$ cat src/rtl/core/sdq_pkg.sv
`timescale 1ns / 1ps
// Package for the session dispatch queue.
// Holds command, status and register codes, cell control structs and default sizes.
package sdq_pkg;

	localparam int QUEUE_DEPTH_D     = 32;
	localparam int ACTIVE_DEPTH_D    = 16;
	localparam int SESSION_ID_BITS_D = 8;

	localparam int CFG_W     = 5;
	localparam int CFG_IDX_W = 1;

	typedef enum logic [2:0] {
		CMD_ENQUEUE = 3'd0,
		CMD_FINISH  = 3'd1,
		CMD_TICK    = 3'd2,
		CMD_REMOVE  = 3'd3,
		CMD_COUNT   = 3'd4
	} command_t;

	typedef enum logic [2:0] {
		STS_OK         = 3'd0,
		STS_DUPLICATE  = 3'd1,
		STS_FULL       = 3'd2,
		STS_NOT_ACTIVE = 3'd3,
		STS_NOT_FOUND  = 3'd4
	} status_t;

	typedef enum logic [CFG_IDX_W-1:0] {
		REG_BASE_SLOTS  = 1'b0,
		REG_EXTRA_SLOTS = 1'b1
	} reg_index_t;

	// queue cell controls
	typedef struct packed {
		logic wr;   // write the new entry at the tail
		logic rm;   // drop the entry that matches the key
	} q_ctrl_t;

	// active slot cell controls
	typedef struct packed {
		logic clr;    // free the slot that matches the key
		logic alloc;  // take the first free slot
	} a_ctrl_t;

endpackage

$ cat src/rtl/core/sdq_if.sv
`timescale 1ns / 1ps
// Valid/ready channel interfaces of the session dispatch queue.
// Depends on nothing.
interface sdq_req_if;
	logic        valid;
	logic        ready;
	logic [2:0]  command;
	logic [7:0]  session_id;
	logic [31:0] peer_id;

	modport source (output valid, command, session_id, peer_id, input ready);
	modport sink (input valid, command, session_id, peer_id, output ready);
endinterface

interface sdq_rsp_if;
	logic        valid;
	logic        ready;
	logic [2:0]  status;
	logic        granted_valid;
	logic [7:0]  granted_session;
	logic [5:0]  peer_count;
	logic [4:0]  active_count;
	logic [5:0]  queued_count;
	logic        last;

	modport source (output valid, status, granted_valid, granted_session, peer_count,
		active_count, queued_count, last, input ready);
	modport sink (input valid, status, granted_valid, granted_session, peer_count,
		active_count, queued_count, last, output ready);
endinterface

$ cat src/rtl/core/sdq_qcell.sv
`timescale 1ns / 1ps
// One wait queue cell: holds one entry, shifts from its upper neighbor on a drop.
// Depends on sdq_pkg.
module sdq_qcell #(
	parameter int IDX = 0,
	parameter int QW  = 6,
	parameter int SB  = 8,
	parameter int AW  = 6
) (
	input  logic              clk,
	input  logic              arst_n,
	input  sdq_pkg::q_ctrl_t  ctrl,
	input  logic [QW-1:0]     len,
	input  logic [SB-1:0]     key_sid,
	input  logic [31:0]       key_peer,
	input  logic [SB-1:0]     nxt_sid,
	input  logic [31:0]       nxt_peer,
	input  logic              drop_in,
	output logic              drop_out,
	input  logic [AW-1:0]     acc_in,
	output logic [AW-1:0]     acc_out,
	output logic [SB-1:0]     sid,
	output logic [31:0]       peer,
	output logic              match
);
	import sdq_pkg::*;

	logic [SB-1:0] sid_q;
	logic [31:0]   peer_q;
	logic [AW-1:0] acc_q;
	logic          valid;

	assign valid    = QW'(IDX) < len;
	assign match    = valid && (sid_q == key_sid);
	assign drop_out = drop_in || (ctrl.rm && match);
	assign sid      = sid_q;
	assign peer     = peer_q;
	assign acc_out  = acc_q;

	// entry storage: shift down on a drop, load at the tail on a write
	always_ff @(posedge clk) begin
		if (drop_out) begin
			sid_q  <= nxt_sid;
			peer_q <= nxt_peer;
		end else if (ctrl.wr && (len == QW'(IDX))) begin
			sid_q  <= key_sid;
			peer_q <= key_peer;
		end
	end

	// running peer match count, one cell per cycle
	always_ff @(posedge clk or negedge arst_n) begin
		if (!arst_n) begin
			acc_q <= '0;
		end else begin
			acc_q <= acc_in + AW'(valid && (peer_q == key_peer));
		end
	end

endmodule

$ cat src/rtl/core/sdq_acell.sv
`timescale 1ns / 1ps
// One active slot cell: used flag, session and peer, first-free chain.
// Depends on sdq_pkg.
module sdq_acell #(
	parameter int SB = 8,
	parameter int AW = 5
) (
	input  logic              clk,
	input  logic              arst_n,
	input  sdq_pkg::a_ctrl_t  ctrl,
	input  logic [SB-1:0]     key_sid,
	input  logic [31:0]       key_peer,
	input  logic [SB-1:0]     new_sid,
	input  logic [31:0]       new_peer,
	input  logic              free_in,
	output logic              free_out,
	input  logic [AW-1:0]     acc_in,
	output logic [AW-1:0]     acc_out,
	output logic              match
);
	import sdq_pkg::*;

	logic          used_q;
	logic [SB-1:0] sid_q;
	logic [31:0]   peer_q;
	logic [AW-1:0] acc_q;
	logic          take;

	assign match    = used_q && (sid_q == key_sid);
	assign take     = ctrl.alloc && !used_q && !free_in;
	assign free_out = free_in || !used_q;
	assign acc_out  = acc_q;

	// slot occupancy and running peer count
	always_ff @(posedge clk or negedge arst_n) begin
		if (!arst_n) begin
			used_q <= 1'b0;
			acc_q  <= '0;
		end else begin
			if (take) begin
				used_q <= 1'b1;
			end else if (ctrl.clr && match) begin
				used_q <= 1'b0;
			end
			acc_q <= acc_in + AW'(used_q && (peer_q == key_peer));
		end
	end

	// slot contents
	always_ff @(posedge clk) begin
		if (take) begin
			sid_q  <= new_sid;
			peer_q <= new_peer;
		end
	end

endmodule

$ cat src/rtl/core/session_dispatch_queue_top.sv
`timescale 1ns / 1ps
// Session dispatch queue: FIFO wait queue and active slots built as cell chains.
// Enqueue, finish, remove: result registered from S_EXEC once the output is free. Count:
// waits in S_COUNT while the peer count ripples through the cells, then reports from S_EXEC.
// Tick: grants are registered from S_GRANT, one per cycle while the output is free.
// One command at a time. Reset clears the queue length and all slot used flags; base 4, extra 0.
module session_dispatch_queue_top #(
	parameter int QUEUE_DEPTH     = sdq_pkg::QUEUE_DEPTH_D,
	parameter int ACTIVE_DEPTH    = sdq_pkg::ACTIVE_DEPTH_D,
	parameter int SESSION_ID_BITS = sdq_pkg::SESSION_ID_BITS_D
) (
	input  logic                        clk,
	input  logic                        arst_n,
	input  logic                        cfg_we,
	input  logic [sdq_pkg::CFG_IDX_W-1:0] cfg_index,
	input  logic [sdq_pkg::CFG_W-1:0]   cfg_data,
	sdq_req_if.sink                     req,
	sdq_rsp_if.source                   rsp
);
	import sdq_pkg::*;

	localparam int SB    = SESSION_ID_BITS;
	localparam int QW    = $clog2(QUEUE_DEPTH + 1);
	localparam int CW    = $clog2(ACTIVE_DEPTH + 1);
	localparam int LW    = (CW > 6) ? CW : 6;
	localparam int CMAX  = (QUEUE_DEPTH > ACTIVE_DEPTH) ? QUEUE_DEPTH : ACTIVE_DEPTH;
	localparam int NW    = $clog2(CMAX + 2);
	localparam int PW    = $clog2(QUEUE_DEPTH + ACTIVE_DEPTH + 1);

	typedef enum logic [1:0] {S_IDLE, S_EXEC, S_COUNT, S_GRANT} state_t;

	state_t          state_q;
	logic [2:0]      cmd_q;
	logic [SB-1:0]   sid_q;
	logic [31:0]     peer_q;
	logic [QW-1:0]   len_q;
	logic [CW-1:0]   act_q;
	logic [NW-1:0]   cnt_q;
	logic [CFG_W-1:0] base_q;
	logic [CFG_W-1:0] extra_q;

	logic            out_valid_q;
	logic [2:0]      out_status_q;
	logic            out_gv_q;
	logic [7:0]      out_gs_q;
	logic [5:0]      out_pc_q;
	logic [4:0]      out_act_q;
	logic [5:0]      out_len_q;
	logic            out_last_q;

	// cell chain wiring
	logic [SB-1:0]   q_sid  [QUEUE_DEPTH];
	logic [31:0]     q_peer [QUEUE_DEPTH];
	logic [QUEUE_DEPTH-1:0] q_match;
	logic [QUEUE_DEPTH:0]   q_drop;
	logic [QW-1:0]   q_acc [QUEUE_DEPTH+1];
	logic [ACTIVE_DEPTH-1:0] a_match;
	logic [ACTIVE_DEPTH:0]   a_free;
	logic [CW-1:0]   a_acc [ACTIVE_DEPTH+1];

	q_ctrl_t         qc;
	a_ctrl_t         ac;
	logic            pop;
	logic [SB-1:0]   a_key;

	logic            out_ok;
	logic            out_load;
	logic [5:0]      slot_sum;
	logic [CW-1:0]   limit;
	logic            q_hit;
	logic            a_hit;
	logic            can_grant;
	logic [CW-1:0]   act_grant;
	logic            grant_last;
	logic [PW-1:0]   pc_sum;

	assign out_ok   = !out_valid_q || rsp.ready;
	assign out_load = out_ok && ((state_q == S_EXEC) || (state_q == S_GRANT));
	assign req.ready = (state_q == S_IDLE);
	assign q_hit    = |q_match;
	assign a_hit    = |a_match;

	// active limit: base plus extra, saturated to the slot count
	assign slot_sum = {1'b0, base_q} + {1'b0, extra_q};
	assign limit    = (LW'(slot_sum) > LW'(ACTIVE_DEPTH)) ? CW'(ACTIVE_DEPTH) : CW'(slot_sum);

	assign can_grant  = (len_q != '0) && (act_q < limit) && (cnt_q < NW'(ACTIVE_DEPTH));
	assign act_grant  = act_q + CW'(!a_hit);
	assign grant_last = !(((cnt_q + 1'b1) < NW'(ACTIVE_DEPTH)) && (len_q != QW'(1))
		&& (act_grant < limit));
	assign pc_sum     = PW'(q_acc[QUEUE_DEPTH]) + PW'(a_acc[ACTIVE_DEPTH]);

	// cell controls for this cycle
	always_comb begin
		qc    = '0;
		ac    = '0;
		pop   = 1'b0;
		a_key = (state_q == S_GRANT) ? q_sid[0] : sid_q;
		if (out_ok) begin
			if (state_q == S_EXEC) begin
				unique case (cmd_q)
					CMD_ENQUEUE: qc.wr = !q_hit && (len_q != QW'(QUEUE_DEPTH));
					CMD_FINISH:  ac.clr = 1'b1;
					CMD_REMOVE: begin
						qc.rm  = 1'b1;
						ac.clr = 1'b1;
					end
					default: ;
				endcase
			end else if (state_q == S_GRANT && can_grant) begin
				pop      = 1'b1;
				ac.alloc = !a_hit;
			end
		end
	end

	assign q_drop[0] = pop;
	assign q_acc[0]  = '0;
	assign a_free[0] = 1'b0;
	assign a_acc[0]  = '0;

	for (genvar i = 0; i < QUEUE_DEPTH; i++) begin : g_q
		logic [SB-1:0] nxt_sid;
		logic [31:0]   nxt_peer;
		if (i + 1 < QUEUE_DEPTH) begin : g_mid
			assign nxt_sid  = q_sid[i+1];
			assign nxt_peer = q_peer[i+1];
		end else begin : g_end
			assign nxt_sid  = '0;
			assign nxt_peer = '0;
		end
		sdq_qcell #(.IDX(i), .QW(QW), .SB(SB), .AW(QW)) u_cell (
			.clk(clk), .arst_n(arst_n), .ctrl(qc), .len(len_q),
			.key_sid(sid_q), .key_peer(peer_q),
			.nxt_sid(nxt_sid), .nxt_peer(nxt_peer),
			.drop_in(q_drop[i]), .drop_out(q_drop[i+1]),
			.acc_in(q_acc[i]), .acc_out(q_acc[i+1]),
			.sid(q_sid[i]), .peer(q_peer[i]), .match(q_match[i])
		);
	end

	for (genvar j = 0; j < ACTIVE_DEPTH; j++) begin : g_a
		sdq_acell #(.SB(SB), .AW(CW)) u_cell (
			.clk(clk), .arst_n(arst_n), .ctrl(ac),
			.key_sid(a_key), .key_peer(peer_q),
			.new_sid(q_sid[0]), .new_peer(q_peer[0]),
			.free_in(a_free[j]), .free_out(a_free[j+1]),
			.acc_in(a_acc[j]), .acc_out(a_acc[j+1]),
			.match(a_match[j])
		);
	end

	// configuration registers
	always_ff @(posedge clk or negedge arst_n) begin
		if (!arst_n) begin
			base_q  <= CFG_W'(4);
			extra_q <= '0;
		end else if (cfg_we) begin
			unique case (cfg_index)
				REG_BASE_SLOTS:  base_q  <= cfg_data;
				REG_EXTRA_SLOTS: extra_q <= cfg_data;
				default: ;
			endcase
		end
	end

	// command sequencer and result register
	always_ff @(posedge clk or negedge arst_n) begin
		if (!arst_n) begin
			state_q      <= S_IDLE;
			cmd_q        <= '0;
			sid_q        <= '0;
			peer_q       <= '0;
			len_q        <= '0;
			act_q        <= '0;
			cnt_q        <= '0;
			out_valid_q  <= 1'b0;
			out_status_q <= STS_OK;
			out_gv_q     <= 1'b0;
			out_gs_q     <= '0;
			out_pc_q     <= '0;
			out_act_q    <= '0;
			out_len_q    <= '0;
			out_last_q   <= 1'b0;
		end else begin
			if (out_load) begin
				out_valid_q <= 1'b1;
			end else if (rsp.ready) begin
				out_valid_q <= 1'b0;
			end
			unique case (state_q)
				S_IDLE: begin
					cnt_q <= '0;
					if (req.valid) begin
						cmd_q  <= req.command;
						sid_q  <= SB'(req.session_id);
						peer_q <= req.peer_id;
						priority if (req.command == CMD_COUNT) begin
							state_q <= S_COUNT;
						end else if (req.command == CMD_TICK) begin
							state_q <= S_GRANT;
						end else begin
							state_q <= S_EXEC;
						end
					end
				end
				S_COUNT: begin
					cnt_q <= cnt_q + 1'b1;
					if (cnt_q == NW'(CMAX)) begin
						state_q <= S_EXEC;
					end
				end
				S_EXEC: begin
					if (out_ok) begin
						logic [2:0]    sts;
						logic [QW-1:0] len_n;
						logic [CW-1:0] act_n;
						sts   = STS_OK;
						len_n = len_q;
						act_n = act_q;
						unique case (cmd_q)
							CMD_ENQUEUE: begin
								if (q_hit) begin
									sts = STS_DUPLICATE;
								end else if (len_q == QW'(QUEUE_DEPTH)) begin
									sts = STS_FULL;
								end else begin
									len_n = len_q + 1'b1;
								end
							end
							CMD_FINISH: begin
								if (a_hit) begin
									act_n = act_q - 1'b1;
								end else begin
									sts = STS_NOT_ACTIVE;
								end
							end
							CMD_REMOVE: begin
								if (q_hit) len_n = len_q - 1'b1;
								if (a_hit) act_n = act_q - 1'b1;
								if (!q_hit && !a_hit) sts = STS_NOT_FOUND;
							end
							default: ;
						endcase
						len_q        <= len_n;
						act_q        <= act_n;
						out_status_q <= sts;
						out_gv_q     <= 1'b0;
						out_gs_q     <= '0;
						out_pc_q     <= (cmd_q == CMD_COUNT) ? 6'(pc_sum) : 6'd0;
						out_act_q    <= 5'(act_n);
						out_len_q    <= 6'(len_n);
						out_last_q   <= 1'b1;
						state_q      <= S_IDLE;
					end
				end
				S_GRANT: begin
					if (out_ok) begin
						out_status_q <= STS_OK;
						out_pc_q     <= '0;
						if (can_grant) begin
							len_q      <= len_q - 1'b1;
							act_q      <= act_grant;
							cnt_q      <= cnt_q + 1'b1;
							out_gv_q   <= 1'b1;
							out_gs_q   <= 8'(q_sid[0]);
							out_act_q  <= 5'(act_grant);
							out_len_q  <= 6'(len_q - 1'b1);
							out_last_q <= grant_last;
							if (grant_last) state_q <= S_IDLE;
						end else begin
							out_gv_q   <= 1'b0;
							out_gs_q   <= '0;
							out_act_q  <= 5'(act_q);
							out_len_q  <= 6'(len_q);
							out_last_q <= 1'b1;
							state_q    <= S_IDLE;
						end
					end
				end
				default: state_q <= S_IDLE;
			endcase
		end
	end

	assign rsp.valid           = out_valid_q;
	assign rsp.status          = out_status_q;
	assign rsp.granted_valid   = out_gv_q;
	assign rsp.granted_session = out_gs_q;
	assign rsp.peer_count      = out_pc_q;
	assign rsp.active_count    = out_act_q;
	assign rsp.queued_count    = out_len_q;
	assign rsp.last            = out_last_q;

endmodule
$ cat src/flat_wrapper.sv
// flat-port wrapper written by rule: the top's interface ports become plain ports
module session_dispatch_queue_top_flat import sdq_pkg::*;
#(
	parameter int QUEUE_DEPTH     = sdq_pkg::QUEUE_DEPTH_D,
	parameter int ACTIVE_DEPTH    = sdq_pkg::ACTIVE_DEPTH_D,
	parameter int SESSION_ID_BITS = sdq_pkg::SESSION_ID_BITS_D
)
  (clk, arst_n, cfg_we, cfg_index, cfg_data, req_valid, req_command, req_session_id, req_peer_id, req_ready, rsp_valid, rsp_status, rsp_granted_valid, rsp_granted_session, rsp_peer_count, rsp_active_count, rsp_queued_count, rsp_last, rsp_ready);
  sdq_req_if req_i ();
  sdq_rsp_if rsp_i ();
  input  logic clk;
  input  logic arst_n;
  input  logic cfg_we;
  input  logic [sdq_pkg::CFG_IDX_W-1:0] cfg_index;
  input  logic [sdq_pkg::CFG_W-1:0] cfg_data;
  input wire logic [$bits(req_i.valid)-1:0] req_valid;
  input wire logic [$bits(req_i.command)-1:0] req_command;
  input wire logic [$bits(req_i.session_id)-1:0] req_session_id;
  input wire logic [$bits(req_i.peer_id)-1:0] req_peer_id;
  output wire logic [$bits(req_i.ready)-1:0] req_ready;
  output wire logic [$bits(rsp_i.valid)-1:0] rsp_valid;
  output wire logic [$bits(rsp_i.status)-1:0] rsp_status;
  output wire logic [$bits(rsp_i.granted_valid)-1:0] rsp_granted_valid;
  output wire logic [$bits(rsp_i.granted_session)-1:0] rsp_granted_session;
  output wire logic [$bits(rsp_i.peer_count)-1:0] rsp_peer_count;
  output wire logic [$bits(rsp_i.active_count)-1:0] rsp_active_count;
  output wire logic [$bits(rsp_i.queued_count)-1:0] rsp_queued_count;
  output wire logic [$bits(rsp_i.last)-1:0] rsp_last;
  input wire logic [$bits(rsp_i.ready)-1:0] rsp_ready;
  assign req_i.valid = req_valid;
  assign req_i.command = req_command;
  assign req_i.session_id = req_session_id;
  assign req_i.peer_id = req_peer_id;
  assign req_ready = req_i.ready;
  assign rsp_valid = rsp_i.valid;
  assign rsp_status = rsp_i.status;
  assign rsp_granted_valid = rsp_i.granted_valid;
  assign rsp_granted_session = rsp_i.granted_session;
  assign rsp_peer_count = rsp_i.peer_count;
  assign rsp_active_count = rsp_i.active_count;
  assign rsp_queued_count = rsp_i.queued_count;
  assign rsp_last = rsp_i.last;
  assign rsp_i.ready = rsp_ready;
  session_dispatch_queue_top #(.QUEUE_DEPTH(QUEUE_DEPTH), .ACTIVE_DEPTH(ACTIVE_DEPTH), .SESSION_ID_BITS(SESSION_ID_BITS)) u_core (.clk(clk), .arst_n(arst_n), .cfg_we(cfg_we), .cfg_index(cfg_index), .cfg_data(cfg_data), .req(req_i), .rsp(rsp_i));
endmodule
$ cat config.mk
export PLATFORM = sky130hd
export DESIGN_NAME = session_dispatch_queue_top_flat
export DESIGN_NICKNAME = d
export VERILOG_FILES = /design/src/rtl/core/sdq_pkg.sv /design/src/rtl/core/sdq_if.sv /design/src/rtl/core/sdq_qcell.sv /design/src/rtl/core/sdq_acell.sv /design/src/rtl/core/session_dispatch_queue_top.sv /design/src/flat_wrapper.sv
export SDC_FILE = /design/constraint.sdc
export NUM_CORES = 2
export LEC_CHECK = 0
export BUFFER_PORTS_ARGS = -buffer_cell sky130_fd_sc_hd__buf_2
export CAP_MARGIN = 15
export CORE_UTILIZATION = 64
export DETAILED_ROUTE_END_ITERATION = 7
export PLACE_DENSITY = 0.8
export SYNTH_ARGS = -nofsm -noshare
export SYNTH_HDL_FRONTEND = slang
export SYNTH_SLANG_ARGS = --single-unit
$ cat constraint.sdc
create_clock -name clk -period 12.2 [get_ports clk]
set_clock_uncertainty 0.15 [all_clocks]
set_input_delay 2.44 -clock clk [delete_from_list [all_inputs] [get_ports clk]]
set_output_delay 2.44 -clock clk [all_outputs]
set_load 0.02 [all_outputs]
* Word level (Yosys, flattened, before mapping)
Index checks and enable logic that the tools add are counted.
Widths: inputs -> output; s select.
** Storage, ports and cells
- Register bits :: 2284
- Output and inout port bits :: 32
- Bits of input ports :: 54
- Memories :: 0
- ROM bits :: 0
- Bits in writable memories :: 0
- Bits in latches :: 0
** Operators by class
- Reductions and logical operators :: 362
- Magnitude comparators :: 37
- Add/subtract/negate cells :: 53
- Div/mod/pow operators :: 0
- $mul :: 0
- Equal/unequal tests :: 152
- Bitwise operators :: 1
- Multiplexer cells :: 222
- Shift-type cells :: 0
** Operators with widths (number)
- $mux 32 :: 62
- $eq 32x32->1 :: 48
- $mux 8 :: 66
- $eq 8x8->1 :: 48
- $logic_and 1x1->1 :: 215
- $add 6x1->6 :: 29
- $reduce_bool 2->1 :: 49
- $eq 6x5->1 const B :: 16
- $lt 5x6->1 const A :: 16
- $add 5x1->5 :: 14
- $mux 6 :: 11
- $mux 1 :: 49
- $eq 6x4->1 const B :: 8
- $logic_or 1x1->1 :: 48
- $lt 4x6->1 const A :: 8
- $pmux 6 s2 :: 3
- $logic_not 1->1 :: 34
- $reduce_or 32->1 :: 1
- $mux 5 :: 6
- $mux 2 :: 13
- $eq 6x3->1 const B :: 4
- $lt 3x6->1 const A :: 4
- $pmux 6 s3 :: 1
- $ne 4x4->1 const B :: 4
- other kinds (45) :: 70

* Depth between registers and ports, before layout
- Depth after elaboration :: 42
- Mapped depth :: 22
- Depth with buffers taken out :: 19

* Hierarchy
A second synthesis with hierarchy kept.
** Second synthesis, totals
- Cell total of the unflattened synthesis :: 7427
- Area, all modules :: 116018.8 µm²
** Modules (own cells, without submodules)
- sdq_acell :: times used 16, area each 1883.1 µm², cells each 114
- session_dispatch_queue_top :: times used 1, area each 4943.5 µm², cells each 451
- sdq_qcell (u_core.g_q[6].u_cell) :: times used 1, area each 2622.5 µm², cells each 160
- sdq_qcell (u_core.g_q[17].u_cell) :: times used 1, area each 2621.3 µm², cells each 159
- sdq_qcell (u_core.g_q[29].u_cell) :: times used 1, area each 2617.5 µm², cells each 161
- sdq_qcell (u_core.g_q[30].u_cell) :: times used 1, area each 2607.5 µm², cells each 160
- sdq_qcell (u_core.g_q[26].u_cell) :: times used 1, area each 2601.2 µm², cells each 162
- sdq_qcell (u_core.g_q[13].u_cell) :: times used 1, area each 2592.5 µm², cells each 162
- sdq_qcell (u_core.g_q[11].u_cell) :: times used 1, area each 2591.2 µm², cells each 162
- sdq_qcell (u_core.g_q[31].u_cell) :: times used 1, area each 2586.2 µm², cells each 164
- sdq_qcell (u_core.g_q[4].u_cell) :: times used 1, area each 2586.2 µm², cells each 161
- sdq_qcell (u_core.g_q[3].u_cell) :: times used 1, area each 2582.5 µm², cells each 161
- sdq_qcell (u_core.g_q[5].u_cell) :: times used 1, area each 2580.0 µm², cells each 159
- sdq_qcell (u_core.g_q[23].u_cell) :: times used 1, area each 2578.7 µm², cells each 161
- +20 rows

* Worst setup path after synthesis
OpenSTA, ideal clock, no wires.
- Kind :: reg2reg
- From :: register u_core.extra_q[1]
- To :: register u_core.g_a[4].u_cell.peer_q[0] (enable)
- Stages on the path, launching flop included :: 17
- Setup slack :: 3355 ps
- Setup time :: 551 ps
- Data arrival time :: 8144 ps
- Cells stage by stage :: dfrtp_1 > ha_1 > a21o_1 > a21oi_1 > xnor2_1 > or4b_2 > a221oi_1 > nand2_1 > ha_1 > a21o_1 > a21oi_1 > o211ai_1 > a211oi_1 > nand2_1 > nor4_4 > nand2_2 > nor4b_1
** Between the ends
- Word-level cells in the longest chain between the ends :: 12
** Ends and longest elaborated chain
- start: declaration :: line session_dispatch_queue_top.sv:40 : logic [CFG_W-1:0] extra_q;
- start signal: assignment :: line session_dispatch_queue_top.sv:161 : REG_EXTRA_SLOTS: extra_q <= cfg_data;
- $add 5x5->6 * :: line session_dispatch_queue_top.sv:84 : assign slot_sum = {1'b0, base_q} + {1'b0, extra_q};
- $gt 6x5->1 :: line session_dispatch_queue_top.sv:85 : assign limit = (LW'(slot_sum) > LW'(ACTIVE_DEPTH)) ? CW'(ACTIVE_DEPTH) : CW'(slot_sum);
- $mux 5 * :: line session_dispatch_queue_top.sv:85
- $lt 5x5->1 * :: line session_dispatch_queue_top.sv:87 : assign can_grant = (len_q != '0) && (act_q < limit) && (cnt_q < NW'(ACTIVE_DEPTH));
- $logic_and 1x1->1 * (2 in series) :: line session_dispatch_queue_top.sv:87
- $logic_and 1x1->1 * :: line session_dispatch_queue_top.sv:110 : end else if (state_q == S_GRANT && can_grant) begin
- $mux 1 * :: line session_dispatch_queue_top.sv:110
- $mux 1 * :: line session_dispatch_queue_top.sv:100 : if (state_q == S_EXEC) begin
- $mux 2 * :: line session_dispatch_queue_top.sv:99 : if (out_ok) begin
- $logic_and 1x1->1 * (2 in series) :: line sdq_acell.sv:30 : assign take = ctrl.alloc && !used_q && !free_in;
- via u_core.g_a[4].u_cell.take :: line sdq_acell.sv:27 : logic take;
- end signal: assignment :: line sdq_acell.sv:53 : peer_q <= new_peer;
- end: declaration :: line sdq_acell.sv:25 : logic [31:0] peer_q;
The timed path passes the listed nets; every way through them passes the cells marked *.
A chain may end at the register's enable or synchronous reset.

* Final worst setup path
- From :: register u_core.extra_q[1]
- To :: register u_core.g_a[3].u_cell.peer_q[13] (enable)
** Between the ends
- Word-level cells in the longest chain between the ends :: 12
** Ends and longest elaborated chain (line)
- $add 5x5->6 * :: session_dispatch_queue_top.sv:84
- $gt 6x5->1 :: session_dispatch_queue_top.sv:85
- $mux 5 * :: session_dispatch_queue_top.sv:85
- $lt 5x5->1 * :: session_dispatch_queue_top.sv:87
- $logic_and 1x1->1 * (2 in series) :: session_dispatch_queue_top.sv:87
- $logic_and 1x1->1 * :: session_dispatch_queue_top.sv:110
- $mux 1 * :: session_dispatch_queue_top.sv:110
- $mux 1 * :: session_dispatch_queue_top.sv:100
- $mux 2 * :: session_dispatch_queue_top.sv:99
- $logic_and 1x1->1 * (2 in series) :: sdq_acell.sv:30
- via u_core.g_a[3].u_cell.take :: sdq_acell.sv:27
- end signal: assignment :: sdq_acell.sv:53
- end: declaration :: sdq_acell.sv:25
Marks and branches as above.

==> flow_metrics.py <==
metrics = {
    "placement": {
        "place_congestion": 0.926,
        "place_hpwl_microns": 194000,
        "port_buffers": 85,
        "dp.cells": 9860,
        "post-place-ws_ns": 5.16,
    },
    "setup_path": {
        "rr_worst_depth": 18,
        "crit_fanout": 32,
        "crit_type": "flop to flop",
        "end_kind": "flop",
        "worstPathArrival_ns": 7.36,
        "critPathRequiredTime_ns": 12.56,
        "start_kind": "flop",
    },
    "min_path": {
        "hold_class": "flop to flop",
        "holdPathStages": 1,
    },
    "clock_tree": {
        "hold_buffers": 0,
        "cts_sinks": 2275,
        "clock_latency_ns": 0.88,
        "htreeDepth": 4,
        "post_cts_resized": 0,
        "cts_setup_buffers": 0,
        "clock_path_buffers": 3,
        "cts_tree": "done",
        "numCtsBuffers": 223,
        "cts_root_buffer": "clkbuf_16",
        "clk_pin_slew_ns": 0.07,
    },
    "yosys": {
        "synth_seq_cells": 2275,
        "avgSynthCellArea_sq_um": 14.3,
        "synth-main-ff-cell": "edfxtp_1",
        "synthArstFlopShare_pct": 15.6,
        "syn_area_sq_um": 112000,
        "synth_cell_types": 90,
        "synthCells": 7808,
        "synth_edf_count": 1880,
        "synth_warnings": 0,
        "synth_fp_nets": 7981,
        "yosysSeqAreaShare_pct": 59.2,
    },
    "global_routing": {
        "grt_pass1_vias": 67300,
        "grt_pass1_wl_microns": 441000,
        "grt_max_degree": 129,
        "track_usage_pct": 34.1,
        "gr-total-overflow": 0,
        "antenna_found_initial": 11,
    },
    "status": {
        "status": "finished, final reports clean",
    },
    "sta": {
        "max_freq_mhz": 143,
        "worst_pin_slew_ns": 1.43,
        "period_minus_slack_ns": 7.00,
        "setup_viol": 0,
        "tns_ns": 0,
        "rsz0062_at_grt": "false",
        "slew_viol_final": 0,
        "relSlewSlack_pct": 4.47,
        "worst_slack_ns": 5.20,
        "fin_crit_sh_pct": 57.4,
        "final-hold-violation-count": 0,
    },
    "power_and_ir_drop": {
        "total_power_uw": 29600,
        "power-per-cell-area_nw_per_um2": 241,
        "leakage_uw": 0.0433,
        "ir_worst_vdd_uv": 212,
    },
    "final_layout": {
        "final_common_cell": "edfxtp_1",
        "fin_util_pct": 71.1,
        "layout_common_cells": "edfxtp_1 (1880), mux2_2 (1236), xnor2_1 (1048)",
        "fin_cells": 10300,
        "nets": 7958,
        "layout-drive-gt1-share_pct": 25.4,
        "area_growth_pct": 9.82,
    },
    "drt": {
        "routedWlPerCell_microns": 29.1,
        "via_count": 66900,
        "dr.first_iter.drc_count": 8195,
        "vias_per_cell": 6.49,
        "drtPass1Iterations": 8,
        "drc": 0,
        "wirelength_microns": 300000,
        "drt.antenna.violating_nets": 0,
    },
    "floorplanning": {
        "io_pins": 86,
        "die_area_sq_um": 176000,
        "core_sq_um": 172000,
        "start_util_pct": 64.7,
        "rows": 152,
        "die_x_microns": 420,
        "fp.dieH_microns": 420,
    },
    "flow_run": {
        "maxCapViolations": 0,
    },
}
## layer usage
metal  GRT usage (%)  share of wire [%]
met1            45.6                 39
met2            54.5                 47
met3            6.69                 10
met4            14.8                4.7
met5               0                  0
## report_power, final
group          total [uW]  switching [uW]  internal, uW
Combinational       10800            6240          4570
Sequential          11700            1500         10200
Clock                7090            3070          4020
Total               29600           10800         18800
## final cells by class
type,instances,area [sq um]
multi-input combinational,4946,43400
tap,2310,2890
clock buffer,310,6390
antenna,6,15.0
fill,11000,49900
timing repair buffer,307,2290
clock inverter,115,1210
sequential,2275,66300
inverter,32,120
## worst max-delay path, cell delays in order, from the launching register on
cell and delay, ns:
dfrtp_1 0.40, ha_1 0.30, a21o_1 0.19, a21oi_1 0.25
xnor2_1 0.13, or4b_2 0.65, a221oi_1 0.39, nand2_1 0.15
ha_1 0.31, a21o_1 0.18, a21oi_1 0.14, o211ai_1 0.12
a211oi_1 0.39, nand2_1 0.12, buf_4 0.30, nor4_4 0.57
nand2_2 0.36, nor3_2 0.95, buf_4 0.53
## cell usage after synthesis, drive strengths merged, types with 9 or more instances
cell type | count | share of area, %
inv | 32 | 0.11
a31oi | 13 | 0.073
mux2i | 44 | 0.39
nor3 | 46 | 0.22
xor2 | 1020 | 8.0
a22o | 14 | 0.11
a21oi | 51 | 0.24
or3 | 9 | 0.055
mux2 | 1275 | 13
nor4 | 313 | 1.8
and2 | 16 | 0.090
nand3 | 199 | 0.89
o31ai | 9 | 0.061
a21o | 30 | 0.21
dfxtp | 40 | 0.72
nand2 | 97 | 0.34
buf | 292 | 1.3
ha | 117 | 1.3
or2 | 13 | 0.073
nand2b | 17 | 0.095
and3 | 33 | 0.18
o21bai | 9 | 0.061
nand4 | 268 | 1.5
o21ai | 60 | 0.28
dfrtp | 354 | 7.9
nand4b | 12 | 0.094
nor2 | 105 | 0.37
edfxtp | 1880 | 51
xnor2 | 1048 | 8.2
clkbuf | 263 | 0.88
## final timing paths
| check | startpoint | to | slack (ns) |
|---|---|---|---|
| setup / recovery | u_core.extra_q[1] | u_core.g_a[3].u_cell.peer_q[13] | 5.20 |
| hold / removal | u_core.g_q[29].u_cell.acc_out[5] | u_core.g_q[30].u_cell.acc_out[5] | 0.26 |
| setup reg to reg | u_core.extra_q[1] | u_core.g_a[3].u_cell.peer_q[13] | 5.20 |
| hold reg to reg | u_core.g_q[29].u_cell.acc_out[5] | u_core.g_q[30].u_cell.acc_out[5] | 0.26 |
| max in group asynchronous | arst_n | u_core.g_q[16].u_cell.acc_out[2] | 8.46 |
| min in group asynchronous | arst_n | u_core.extra_q[2] | 1.35 |
## cell families after synthesis
group	share of synthesized area, %
mux	13.3
fa+ha+maj	1.35
compound gates	1.68
simple gates	5.98
flops	59.2
xor+xnor	16.2
buf+inv	2.27
## sequential cells by signal, indices dropped and copies added, names as in the netlist, 8 cells and up
name / cells
u_core.g_a.u_cell.peer_q: 512
u_core.g_a.u_cell.used_q: 16
u_core.rsp.granted_session: 8
u_core.g_a.u_cell.acc_out: 70
u_core.peer_q: 32
u_core.g_q.u_cell.peer: 1024
u_core.sid_q: 8
u_core.g_a.u_cell.sid_q: 128
u_core.g_q.u_cell.sid: 256
u_core.g_q.u_cell.acc_out: 177
## stage by stage
stage	area [sq um]	hold slack (ns)
global placement	115000	0.278
finish	123000	0.257
detailed placement	115000	0.278
global route	123000	0.282
CTS	122000	0.267
floorplan	112000	0.270
Power figures use the tool's default switching activity.
